$ cat src/swps_pkg.sv
// shared types and constants of the salience weighted pitch smoother
// payload structs, divider request and response, fixed field widths
// no dependencies
package swps_pkg;

    localparam int OP_W    = 1;
    localparam int BIN_W   = 10;
    localparam int SAL_W   = 16;
    localparam int PITCH_W = 18;
    localparam int HOP_W   = 5;
    localparam int PROD_W  = BIN_W + SAL_W;
    localparam int WSUM_W  = 40;
    localparam int FSUM_W  = 24;
    localparam int FRAME_W = 7;

    // shared divider: quotient is always a pitch, divisor is a salience sum or a count
    localparam int NUM_W = 48;
    localparam int DEN_W = FSUM_W;
    localparam int QUO_W = PITCH_W;

    localparam logic [HOP_W-1:0]   HOP_RESET = HOP_W'(2);
    localparam logic [FRAME_W-1:0] FRAME_SAT = {FRAME_W{1'b1}};

    localparam int DEF_MAX_HOP        = 31;
    localparam int DEF_WINDOW_DEPTH   = 64;
    localparam int DEF_MAX_CANDIDATES = 16;

    typedef enum logic [OP_W-1:0] {
        OP_CAND  = 1'b0,
        OP_EMPTY = 1'b1
    } op_t;

    typedef struct packed {
        op_t              op;
        logic [BIN_W-1:0] bin_index;
        logic [SAL_W-1:0] salience;
        logic             voiced;
        logic             frame_last;
        logic             melody_last;
    } cand_t;

    typedef struct packed {
        logic [PITCH_W-1:0] smoothed_pitch;
        logic               melody_end;
        logic               run_last;
    } pitch_t;

    typedef struct packed {
        logic             start;
        logic [NUM_W-1:0] num;
        logic [DEN_W-1:0] den;
    } div_req_t;

    typedef struct packed {
        logic             done;
        logic [QUO_W-1:0] quo;
    } div_rsp_t;

endpackage

$ cat src/swps_div.sv
// radix-2 restoring divider, one quotient bit per cycle
// the caller guarantees the quotient fits in QUO_W bits; depends on swps_pkg
module swps_div
    import swps_pkg::*;
(
    input  logic     clk,
    input  logic     rst_n,
    input  div_req_t req,
    output div_rsp_t rsp
);

    localparam int CNT_W = $clog2(QUO_W + 1);

    logic [DEN_W-1:0] rem_reg, rem_next;
    logic [QUO_W-1:0] shf_reg, shf_next;
    logic [DEN_W-1:0] den_reg, den_next;
    logic [CNT_W-1:0] cnt_reg, cnt_next;
    logic             done_reg, done_next;

    logic [DEN_W:0] trial;
    logic           fits;

    always_comb
    begin
        trial = {rem_reg, shf_reg[QUO_W-1]};
        fits  = trial >= {1'b0, den_reg};

        rem_next  = rem_reg;
        shf_next  = shf_reg;
        den_next  = den_reg;
        cnt_next  = cnt_reg;
        done_next = 1'b0;

        if (req.start)
        begin
            // upper part of the dividend is already below the divisor
            rem_next = req.num[QUO_W+DEN_W-1:QUO_W];
            shf_next = req.num[QUO_W-1:0];
            den_next = req.den;
            cnt_next = CNT_W'(QUO_W);
        end
        else if (cnt_reg != '0)
        begin
            rem_next  = fits ? DEN_W'(trial - {1'b0, den_reg}) : trial[DEN_W-1:0];
            shf_next  = {shf_reg[QUO_W-2:0], fits};
            cnt_next  = cnt_reg - CNT_W'(1);
            done_next = cnt_reg == CNT_W'(1);
        end
    end

    always_ff @(posedge clk or negedge rst_n)
    begin
        if (!rst_n)
        begin
            cnt_reg  <= '0;
            done_reg <= 1'b0;
        end
        else
        begin
            cnt_reg  <= cnt_next;
            done_reg <= done_next;
        end
    end

    always_ff @(posedge clk)
    begin
        rem_reg <= rem_next;
        shf_reg <= shf_next;
        den_reg <= den_next;
    end

    assign rsp.done = done_reg;
    assign rsp.quo  = shf_reg;

endmodule

$ cat src/salience_weighted_pitch_smoother.sv
// salience weighted pitch smoother: per-frame weighted mean pitch and centered average
// top level; depends on swps_pkg and swps_div
//
// usage
//   cand_valid/cand_stall/cand_data carry one pitch candidate or one empty-frame marker
//   per request. pitch_valid/pitch_stall/pitch_data carry one smoothed frame pitch per
//   request. cfg_we/cfg_data write the window half-width at any idle moment.
// operation
//   one request is worked on at a time. a request that does not end a frame passes
//   through S_ACC and back to idle. a frame end passes S_FEND, the mean division in
//   S_FDIV when the salience sum is nonzero, and S_STORE; then each result it releases
//   reads k window entries one per cycle from the ring memory, where k = 2h+1 at most,
//   followed by the shared divider. a result appears h frames after its own frame, and
//   the melody end request releases every pending frame.
// reset
//   half-width returns to 2, the frame sums and the counters clear; the ring memory is not
//   cleared, no entry is read before it has been written.
// stall
//   results wait in the output register while pitch_stall is high; the next request
//   is still taken and worked on until a new result needs that register.
module salience_weighted_pitch_smoother
    import swps_pkg::*;
#(
    parameter int MAX_HOP        = DEF_MAX_HOP,
    parameter int WINDOW_DEPTH   = DEF_WINDOW_DEPTH,
    parameter int MAX_CANDIDATES = DEF_MAX_CANDIDATES
)
(
    input  logic             clk,
    input  logic             rst_n,
    input  logic             cand_valid,
    output logic             cand_stall,
    input  cand_t            cand_data,
    output logic             pitch_valid,
    input  logic             pitch_stall,
    output pitch_t           pitch_data,
    input  logic             cfg_we,
    input  logic [HOP_W-1:0] cfg_data
);

    localparam int IDX_W  = $clog2(WINDOW_DEPTH);
    localparam int CNT_W  = $clog2(WINDOW_DEPTH + 1);
    localparam int MOD_W  = CNT_W + 1;
    localparam int CAND_W = $clog2(MAX_CANDIDATES + 1);
    localparam int SUM_W  = PITCH_W + IDX_W;
    localparam int HOP_LIMIT = (MAX_HOP < (WINDOW_DEPTH - 1) / 2) ?
                               MAX_HOP : (WINDOW_DEPTH - 1) / 2;
    localparam logic [MOD_W-1:0] DEPTH_M  = MOD_W'(WINDOW_DEPTH);
    localparam logic [IDX_W-1:0] LAST_IDX = IDX_W'(WINDOW_DEPTH - 1);

    typedef enum logic [3:0] {
        S_IDLE,
        S_ACC,
        S_FEND,
        S_FDIV,
        S_STORE,
        S_CHECK,
        S_SUM,
        S_ADIV,
        S_EMIT
    } state_t;

    state_t              state_reg, state_next;
    logic [HOP_W-1:0]    hop_reg, hop_next;
    cand_t               item_reg, item_next;
    logic [PROD_W-1:0]   prod_reg, prod_next;
    logic [WSUM_W-1:0]   wsum_reg, wsum_next;
    logic [FSUM_W-1:0]   fsum_reg, fsum_next;
    logic [CAND_W-1:0]   ccnt_reg, ccnt_next;
    logic [PITCH_W-1:0]  held_reg, held_next;
    logic [IDX_W-1:0]    fs_reg, fs_next;
    logic [CNT_W-1:0]    pend_reg, pend_next;
    logic [FRAME_W-1:0]  nof_reg, nof_next;
    logic [IDX_W-1:0]    ridx_reg, ridx_next;
    logic [CNT_W-1:0]    iss_reg, iss_next;
    logic                rpend_reg, rpend_next;
    logic [SUM_W-1:0]    sum_reg, sum_next;
    logic [CNT_W-1:0]    k_reg, k_next;
    logic                pv_reg, pv_next;
    pitch_t              pd_reg, pd_next;

    logic [PITCH_W-1:0] ring [WINDOW_DEPTH];
    logic [PITCH_W-1:0] rdata_reg;
    logic               rd_en;
    logic               wr_en;

    div_req_t dreq;
    div_rsp_t drsp;

    int               hop_int;
    int               h_int;
    int               nof_int;
    logic [CNT_W-1:0] h_eff;
    logic [CNT_W-1:0] left;
    logic [CNT_W-1:0] pm1;
    logic [CNT_W-1:0] rext;
    logic [MOD_W-1:0] fs_m;
    logic [MOD_W-1:0] pend_m;
    logic [MOD_W-1:0] left_m;
    logic [MOD_W-1:0] pos_m;
    logic [MOD_W-1:0] start_m;
    logic             take;
    logic             fend;
    logic             emit_more;
    logic             sum_done;
    logic [NUM_W-1:0] wext;

    swps_div u_div (
        .clk   (clk),
        .rst_n (rst_n),
        .req   (dreq),
        .rsp   (drsp)
    );

    // window geometry of the oldest pending frame
    always_comb
    begin
        hop_int = int'(hop_reg);
        h_int   = (hop_int > HOP_LIMIT) ? HOP_LIMIT : hop_int;
        nof_int = int'(nof_reg);
        h_eff   = CNT_W'(h_int);
        left    = CNT_W'((nof_int < h_int) ? nof_int : h_int);
        pm1     = pend_reg - CNT_W'(1);
        rext    = (item_reg.melody_last && pm1 < h_eff) ? pm1 : h_eff;
        fs_m    = MOD_W'(fs_reg);
        pend_m  = MOD_W'(pend_reg);
        left_m  = MOD_W'(left);
        pos_m   = (fs_m >= pend_m) ? fs_m - pend_m : fs_m + DEPTH_M - pend_m;
        start_m = (pos_m >= left_m) ? pos_m - left_m : pos_m + DEPTH_M - left_m;
        emit_more = item_reg.melody_last ? (pend_reg != '0) : (pend_reg > h_eff);
    end

    assign take     = (item_reg.op == OP_CAND) && item_reg.voiced
                      && (ccnt_reg < CAND_W'(MAX_CANDIDATES));
    assign fend     = (item_reg.op == OP_EMPTY) || item_reg.frame_last || item_reg.melody_last;
    assign sum_done = (iss_reg == '0) && !rpend_reg;
    assign wext     = NUM_W'(wsum_reg);
    assign rd_en    = (state_reg == S_SUM) && (iss_reg != '0);
    assign wr_en    = state_reg == S_STORE;

    // one divider serves the frame mean and the window average
    always_comb
    begin
        dreq = '0;
        if (state_reg == S_FEND)
        begin
            dreq.start = fsum_reg != '0;
            // x160 as two shifts, plus half the divisor for rounding
            dreq.num   = (wext << 7) + (wext << 5) + NUM_W'(fsum_reg >> 1);
            dreq.den   = fsum_reg;
        end
        else if (state_reg == S_SUM)
        begin
            dreq.start = sum_done;
            dreq.num   = NUM_W'(sum_reg) + NUM_W'(k_reg >> 1);
            dreq.den   = DEN_W'(k_reg);
        end
    end

    always_comb
    begin
        state_next = state_reg;
        hop_next   = cfg_we ? cfg_data : hop_reg;
        item_next  = item_reg;
        prod_next  = prod_reg;
        wsum_next  = wsum_reg;
        fsum_next  = fsum_reg;
        ccnt_next  = ccnt_reg;
        held_next  = held_reg;
        fs_next    = fs_reg;
        pend_next  = pend_reg;
        nof_next   = nof_reg;
        ridx_next  = ridx_reg;
        iss_next   = iss_reg;
        rpend_next = rd_en;
        sum_next   = sum_reg;
        k_next     = k_reg;
        pv_next    = (pv_reg && !pitch_stall) ? 1'b0 : pv_reg;
        pd_next    = pd_reg;

        case (state_reg)
            S_IDLE:
            begin
                if (cand_valid)
                begin
                    item_next  = cand_data;
                    prod_next  = cand_data.bin_index * cand_data.salience;
                    state_next = S_ACC;
                end
            end
            S_ACC:
            begin
                if (take)
                begin
                    wsum_next = wsum_reg + WSUM_W'(prod_reg);
                    fsum_next = fsum_reg + FSUM_W'(item_reg.salience);
                    ccnt_next = ccnt_reg + CAND_W'(1);
                end
                state_next = fend ? S_FEND : S_IDLE;
            end
            S_FEND:
            begin
                wsum_next  = '0;
                fsum_next  = '0;
                ccnt_next  = '0;
                state_next = (fsum_reg != '0) ? S_FDIV : S_STORE;
            end
            S_FDIV:
            begin
                if (drsp.done)
                begin
                    // a zero mean keeps the previous pitch
                    if (drsp.quo != '0)
                    begin
                        held_next = drsp.quo;
                    end
                    state_next = S_STORE;
                end
            end
            S_STORE:
            begin
                fs_next    = (fs_reg == LAST_IDX) ? '0 : fs_reg + IDX_W'(1);
                pend_next  = pend_reg + CNT_W'(1);
                state_next = S_CHECK;
            end
            S_CHECK:
            begin
                if (emit_more)
                begin
                    ridx_next  = start_m[IDX_W-1:0];
                    k_next     = left + rext + CNT_W'(1);
                    iss_next   = left + rext + CNT_W'(1);
                    sum_next   = '0;
                    state_next = S_SUM;
                end
                else
                begin
                    if (item_reg.melody_last)
                    begin
                        held_next = '0;
                        fs_next   = '0;
                        pend_next = '0;
                        nof_next  = '0;
                    end
                    state_next = S_IDLE;
                end
            end
            S_SUM:
            begin
                if (rd_en)
                begin
                    ridx_next = (ridx_reg == LAST_IDX) ? '0 : ridx_reg + IDX_W'(1);
                    iss_next  = iss_reg - CNT_W'(1);
                end
                if (rpend_reg)
                begin
                    sum_next = sum_reg + SUM_W'(rdata_reg);
                end
                if (sum_done)
                begin
                    state_next = S_ADIV;
                end
            end
            S_ADIV:
            begin
                if (drsp.done)
                begin
                    state_next = S_EMIT;
                end
            end
            S_EMIT:
            begin
                if (!pv_reg || !pitch_stall)
                begin
                    pv_next                = 1'b1;
                    pd_next.smoothed_pitch = drsp.quo;
                    pd_next.melody_end     = item_reg.melody_last && (pend_reg == CNT_W'(1));
                    pd_next.run_last       = item_reg.melody_last ? (pend_reg == CNT_W'(1))
                                                                  : (pm1 <= h_eff);
                    pend_next              = pm1;
                    nof_next               = (nof_reg == FRAME_SAT) ? nof_reg
                                                                    : nof_reg + FRAME_W'(1);
                    state_next             = S_CHECK;
                end
            end
            default:
            begin
                state_next = S_IDLE;
            end
        endcase
    end

    always_ff @(posedge clk or negedge rst_n)
    begin
        if (!rst_n)
        begin
            state_reg <= S_IDLE;
            hop_reg   <= HOP_RESET;
            wsum_reg  <= '0;
            fsum_reg  <= '0;
            ccnt_reg  <= '0;
            held_reg  <= '0;
            fs_reg    <= '0;
            pend_reg  <= '0;
            nof_reg   <= '0;
            iss_reg   <= '0;
            rpend_reg <= 1'b0;
            pv_reg    <= 1'b0;
        end
        else
        begin
            state_reg <= state_next;
            hop_reg   <= hop_next;
            wsum_reg  <= wsum_next;
            fsum_reg  <= fsum_next;
            ccnt_reg  <= ccnt_next;
            held_reg  <= held_next;
            fs_reg    <= fs_next;
            pend_reg  <= pend_next;
            nof_reg   <= nof_next;
            iss_reg   <= iss_next;
            rpend_reg <= rpend_next;
            pv_reg    <= pv_next;
        end
    end

    always_ff @(posedge clk)
    begin
        item_reg <= item_next;
        prod_reg <= prod_next;
        ridx_reg <= ridx_next;
        sum_reg  <= sum_next;
        k_reg    <= k_next;
        pd_reg   <= pd_next;
    end

    // ring of held pitches, the write of a frame always lands before its window is read
    always_ff @(posedge clk)
    begin
        if (wr_en)
        begin
            ring[fs_reg] <= held_reg;
        end
        if (rd_en)
        begin
            rdata_reg <= ring[ridx_reg];
        end
    end

    assign cand_stall  = state_reg != S_IDLE;
    assign pitch_valid = pv_reg;
    assign pitch_data  = pd_reg;

endmodule

$ cat config.mk
export PLATFORM = sky130hd
export DESIGN_NAME = salience_weighted_pitch_smoother
export DESIGN_NICKNAME = d
export VERILOG_FILES = /design/src/swps_pkg.sv /design/src/swps_div.sv /design/src/salience_weighted_pitch_smoother.sv
export SDC_FILE = /design/constraint.sdc
export NUM_CORES = 2
export LEC_CHECK = 0
export ABC_AREA = 1
export BUFFER_PORTS_ARGS = -buffer_cell sky130_fd_sc_hd__buf_2
export CAP_MARGIN = 0
export CORE_UTILIZATION = 40
export CTS_CLUSTER_SIZE = 20
export DETAILED_ROUTE_END_ITERATION = 7
export GPL_TIMING_DRIVEN = 0
export SYNTH_ARGS = -nofsm -noshare
export SYNTH_HDL_FRONTEND = slang
export SYNTH_SLANG_ARGS = --single-unit
$ cat constraint.sdc
create_clock -name clk -period 3.9 [get_ports clk]
set_input_delay 0.195 -clock clk [delete_from_list [all_inputs] [get_ports clk]]
set_output_delay 0.195 -clock clk [all_outputs]
set_load 0.05 [all_outputs]
### Yosys cells after proc, flatten, opt, wreduce, memory -nomap -nowiden

Memories as Yosys holds them, arrays and structs flattened. A register that Yosys moved wholly into a read port is not among the register bits.
Index checks and enable logic that the tools add are counted.

| storage, ports and cells | value |
|---|---|
| bits in registers | 300 |
| bits in writable memories | 1152 |
| input port bits | 40 |
| output and inout port bits | 22 |
| logic and storage cells | 191 |
| memories | 1 |

Memories:

| memory | words | bits a word | rd ports | clocked after memory_dff | wr ports | line | RTL |
|---|---|---|---|---|---|---|---|
| ring | 64 | 18 | 1 | 1 | 1 | salience_weighted_pitch_smoother.sv:82 | `logic [PITCH_W-1:0] ring [WINDOW_DEPTH];` |

| operators by class | value |
|---|---|
| add/sub/neg operators | 23 |
| $mul | 1 |
| $lt $le $gt $ge | 8 |
| equality and inequality tests | 26 |
| muxes and demuxes | 63 |
| bitwise logic cells | 1 |
| reduce and logical (&&, ||, !) cells | 39 |

Operators with widths:

| operator | number |
|---|---|
| two-way mux 73 bit | 2 |
| two-way mux 24 bit | 6 |
| two-way mux 18 bit | 6 |
| one-hot mux 24 bit (2 select lines) | 2 |
| one-hot mux 40 bit (2 select lines) | 1 |
| two-way mux 7 bit | 9 |
| adder 47 x 45 -> 48 bit | 1 |
| adder 48 x 23 -> 48 bit | 1 |
| two-way mux 6 bit | 7 |
| adder 40 x 26 -> 40 bit | 1 |
| two-way mux 40 bit | 1 |
| one-hot mux 18 bit (2 select lines) | 1 |
| one-hot mux 4 bit (9 select lines) | 1 |
| one-hot mux 7 bit (2 select lines) | 2 |
| multiplier 10 x 16 -> 26 bit | 1 |
| adder 24 x 6 -> 25 bit | 1 |
| greater-or-equal comparator 25 x 24 -> 1 bit | 1 |
| adder 24 x 16 -> 24 bit | 1 |
| adder 24 x 18 -> 24 bit | 1 |
| one-hot mux 6 bit (2 select lines) | 2 |
| nonzero test 24 bit | 1 |
| subtractor 24 bit | 1 |
| inequality test 2 bit (second input constant) | 11 |
| adder 7 x 1 -> 7 bit (second input constant) | 3 |
| 48 further kinds | 97 |

### Logic depth before layout (Yosys ltp)

| logic depth | value |
|---|---|
| depth in word-level cells | 8 |
| depth in mapped cells | 25 |
| gate-level depth less buffers | 24 |

### Cells and area by module

From an unflattened synthesis, not the netlist that was laid out.

| unflattened totals | value |
|---|---|
| cells, all modules | 7619 |
| area total of the unflattened synthesis | 75691.3 µm² |

By module, submodules not included:

| module | instances | cells an instance | area an instance (µm²) | seq. area each (µm²) |
|---|---|---|---|---|
| salience_weighted_pitch_smoother | 1 | 6918 | 70641.5 | 41355.9 |
| swps_div | 1 | 701 | 5049.8 | 2132.0 |

### Worst setup path before layout

Ideal clock, no wire load.

| timing | value |
|---|---|
| path kind | in2reg |
| start point | input port cand_data[22] in the netlist's numbering |
| end point | register prod_reg[19], data pin |
| setup time | 256 ps |
| arrival time | 4751 ps |
| required time | 3644 ps |
| setup slack | -1107 ps |
| stages | 21 |
| path buffers | 2 |
| cells stage by stage | clkbuf_1 clkbuf_1 nand2_1 fa_1 inv_1 fa_1 inv_1 fa_1 inv_1 fa_1 inv_1 fa_1 inv_1 ha_1 a21oi_1 o21ai_0 a21oi_1 o21ai_0 and2_1 o21bai_1 nand2_1 |

| between the ends | value |
|---|---|
| word-level cells in the longest chain between the ends | 1 |

Ends and longest elaborated chain:

| element | line | RTL |
|---|---|---|
| from (decl) | salience_weighted_pitch_smoother.sv:33 | `input cand_t cand_data,` |
| multiplier 10 x 16 -> 26 bit | salience_weighted_pitch_smoother.sv:187 | `prod_next = cand_data.bin_index * cand_data.salience;` |
| to (signal assigned) | salience_weighted_pitch_smoother.sv:330 | `prod_reg <= prod_next;` |
| to (decl) | salience_weighted_pitch_smoother.sv:66 | `logic [PROD_W-1:0] prod_reg, prod_next;` |

Every way passes these cells.
A chain may end at the register's enable or synchronous reset.

### Worst setup path in the final report

| timing | value |
|---|---|
| start point | register state_reg[3] |
| end point | memory ring[16][8], enable pin |

| between the ends | value |
|---|---|
| word-level cells in the longest chain between the ends | 3 |

Ends and longest elaborated chain:

| element | line | RTL |
|---|---|---|
| from (decl) | salience_weighted_pitch_smoother.sv:63 | `state_t state_reg, state_next;` |
| from (signal assigned) | salience_weighted_pitch_smoother.sv:312 | `state_reg <= state_next;` |
| == test 4 x 3 -> 1 bit | salience_weighted_pitch_smoother.sv:139 | `assign wr_en = state_reg == S_STORE;` |
| two-way mux 1 bit | salience_weighted_pitch_smoother.sv:340 | `if (wr_en)` |
| two-way mux 1 bit (not written as such) | salience_weighted_pitch_smoother.sv:342 | `ring[fs_reg] <= held_reg;` |
| to (decl) | salience_weighted_pitch_smoother.sv:82 |  |

Every way passes these cells.

==> run metrics <==
TritonCTS clock tree=yes; Top Metal Used=met4; Worst Setup Start Kind=flop; asr flop ratio synth=8.73%; final worst-path cycle share=100%; Area Overhead vs Synth=16.3%; flip-flop and latch area=around 0.043 mm^2; worst min path class=primary input to flop; remaining antenna violation count after routing=0; violated checks=setup timing; DR vias=approximately 59k; RR Endpoint=ring[16][8]$_DFFE_PP_; multi-input logic area=0.0287 mm^2; Clk pwr share=between 20% and 30%; number of enable flip-flop cells after synthesis=between 1k and 1.5k; FILL cells=~17k; post-synthesis register bit count=roughly 1.5k; DR iter-0 viols=6783; CTS buffer count=160; top cell family by delay on the critical path=simple AND/OR/NAND/NOR gates; synth unique cells=60; Initial Utilization=~40%; yosys warns=0; final WL=257000 um; endpoint class of the critical path=flop; Logic pwr share=between 40% and 50%; fin area=a little under 0.09 mm^2; # DRC=0; pwr dens=roughly 740 mW/mm^2; clk_skew=0.0609 ns; Post-DP Area=around 0.08 mm^2; top cells by area, synth=edfxtp_1 53%, nand2_1 9.7%, dfrtp_1 4.2%, nor2_1 4.2%, ha_1 4.1%; WP data arrival=4.44 ns; Final Max Tran Viols=0; Post-Synthesis Cells=7667; layout net count=8461; Worst-path clk slew=around 0.060 ns; sequential fraction of design power=a little under a third; Hold Startpoint=cand_data[21]; cell mode on critical path=nor2_2; Mean Syn Cell Area=about 9.8 um^2; routed length per instance=24.1 um; io pins=between 60 and 70; ys flop type=edfxtp_1; flop2flop setup slack=-0.02 ns; first-pass GRT wire length=around 370000 um; Hold Crit Depth=6; vias per cell=~5.5; outcome=finished, violations left; slew margin rel.=24.2%; Sw Ratio=a little over two fifths; Core Box Area=0.188 mm^2; maximum clock frequency=approximately 0.26 GHz; Die Wd=approximately 440 um; RSZ-0062 raised after global routing=true; met3 wire length=about 25000 um; area share of the largest cell type after synthesis=53.3%; largest area contributor in the netlist=edfxtp_1; worst path bufs/invs=2; LEAKAGE=about 35 nW; Post-Syn Area=approximately 0.075 mm^2; worst-skew pair later-pin latency=0.86 ns; Psw=roughly 0.028 W; P_int=roughly 0.037 W; crit-path max FO=10; Congestion Overflow GR=0; setup_tns=-0.0554 ns; Final min period=3.92 ns; final setup margin=-0.0175 ns; Crit path required time=~4.4 ns; commonest cells in the netlist=1954 x nand2_1, 1339 x edfxtp_1, 845 x nor2_1, 709 x inv_1, 585 x o21ai_0; Die Y=436 um; most frequent cell after synthesis=nand2_1; CTS root buf=clkbuf_16; crit path kind=flop to flop; metal2 WL=~120000 um; All-Layer GR Usage=26.6%; CTS sink count=1467; layout cells sized above 1=between 10% and 20%; critical path cell sequence=nor2_2, inv_1, nor2_1, nand4_1, nor2_2, buf_8; die footprint=approximately 0.19 mm^2; Crit-path slowest cell=nor2_2; GPL Wtd Cong=about 1.0; Max-Cap Viols=0; Port Buffer Count=50; initial antenna violation count=7; drt first pass iters=6; reg2reg path depth=6; Hold Path Sink=prod_reg[2]$_DFFE_PP_; final setup fails=4; endpoints failing hold=0; total power=0.0653 W; Peak supply drop=between 0.0006 and 0.0007 V; dpl hpwl=between 150000 and 200000 um; largest net degree at the start of global routing=86; routed metal-1 wirelength=between 100000 and 150000 um; worst-case clock buffer depth=3; vias in the first global route=approximately 56k; worst r2r src=state_reg[3]$_DFFE_PN0P_; Crit path largest cell delay=1.06 ns; Core Rows=approximately 160; post-synthesis sequential area ratio=a little under three fifths; H-tree Lvls=4; Least-Margin Pin Slew=1.14 ns; max reg flops=approximately 1.2k
## cell type report
cell class / instances / share of cell area (%)
Multi-Input combinational cell: 5169 / 32.7
Sequential cell: 1467 / 49.5
Clock inverter: 86 / 1.17
Buffer: 292 / 1.98
Antenna cell: 6 / 0.0171
Tap cell: 2495 / 3.56
Clock buffer: 207 / 4.87
Inverter: 724 / 3.10
Timing Repair Buffer: 224 / 3.06
## worst register-to-register path: stages, from the launching register on
cell and delay [ns]:
dfrtp_1 0.44, nor2_2 0.18, inv_1 0.14, nor2_1 0.53, nand4_1 0.98, nor2_2 1.08, buf_8 0.25
## placed cells by master (no fill, tap or decap), types with 17 or more instances in the layout
cell type      netlist  routed
o22ai_1            159     159
buf_2               78     114
edfxtp_1          1339    1339
o21bai_1            22      22
nand2_2              6      28
dfrtp_1            127     107
clkbuf_16            0     171
buf_12               0      18
nand3_1            283     281
ha_4                 0      17
ha_1               248     228
o21ai_1             46      51
a21boi_1            28      27
buf_4               18      72
nand4_1             88      88
fa_1               135     129
xnor2_1             19      17
xor2_1              40      36
a21boi_0            31      30
nor3_1              40      38
nor2_2               9      70
o21ai_0            585     573
buf_1               20      19
dlygate4sd3_1        0      41
clkinv_2             0      25
buf_8                1      52
buf_6               20      26
nor2_1             845     771
clkinv_1             4      26
inv_1              709     685
mux2i_1             90      90
buf_16               0      20
nand2_1           1954    1918
inv_2               11      33
a21oi_1            397     384
clkbuf_1           170     175
nand3b_1            35      35
## routing by layer
layer,up-vias,GRT usage [%]
met5,-,0
met4,0,11.0
met3,497,6.21
met2,2633,41.0
met1,28700,35.9
li1,26900,-
## power groups by stage
stage / Combinational [W] / Clock, W / Sequential [W]
finish: 0.0296 / 0.0154 / 0.0204
global placement: 0.0270 / 0 / 0.0209
CTS: 0.0282 / 0.0155 / 0.0203
global route: 0.0322 / 0.0161 / 0.0204
detailed placement: 0.0276 / 0 / 0.0207
floorplan: 0.0178 / 0 / 0.0201
## worst max path at each step
stage | start | endpoint | slack [ns] | depth (start not counted)
2_1_floorplan | cand_data[20] | prod_reg[20]$_DFFE_PP_ | -0.52 | 19
3_3_place_gp | cand_data[17] | prod_reg[20]$_DFFE_PP_ | -1.17 | 20
3_5_place_dp | cand_data[17] | prod_reg[20]$_DFFE_PP_ | -1.16 | 20
4_1_cts | cand_data[27] | prod_reg[20]$_DFFE_PP_ | 0.009 | 20
5_1_grt | cand_data[17] | prod_reg[20]$_DFFE_PP_ | -0.13 | 19
6_report | state_reg[3]$_DFFE_PN0P_ | ring[16][8]$_DFFE_PP_ | -0.02 | 6
## per-stage QoR
step	worst slack [ns]	utilization (%)	instances	hold WS [ns]
after global routing	-0.129	46.8	10700	0.0875
final	-0.0175	46.8	10700	0.0910
after global placement	-1.17	42.4	10200	0.378
after floorplan	-0.524	-	7668	-0.101
after detailed placement	-1.16	43.3	10300	0.181
after CTS	0.00885	46.5	10600	0.0473
## cells by family (layout without fill, tap and decap cells)
logic type,after synthesis,in the layout,synth area share (%)
flip-flops,1467,1467,57.5
buffers and inverters,1032,1533,5.57
AO/OA/AOI/OAI,1333,1333,9.62
XOR/XNOR,60,60,0.706
adder cells (fa/ha/maj),383,383,7.69
multiplexers,90,90,1.19
other,1,8,0.00497
AND/OR/NAND/NOR,3301,3301,17.7
## what timing repair did
| action | in CTS | in global routing |
|---|---|---|
| hold buffers | 42 | 0 |
| pin swaps | 20 | 46 |
| cloned | 1 | 2 |
| gates resized for setup | 32 | 86 |
| buffers inserted | 25 | 26 |
| endpoints found under the hold margin | 177 | 0 |
| setup endpoints to repair | 67 | 47 |
No activity file was read; power rests on OpenSTA's default activity.
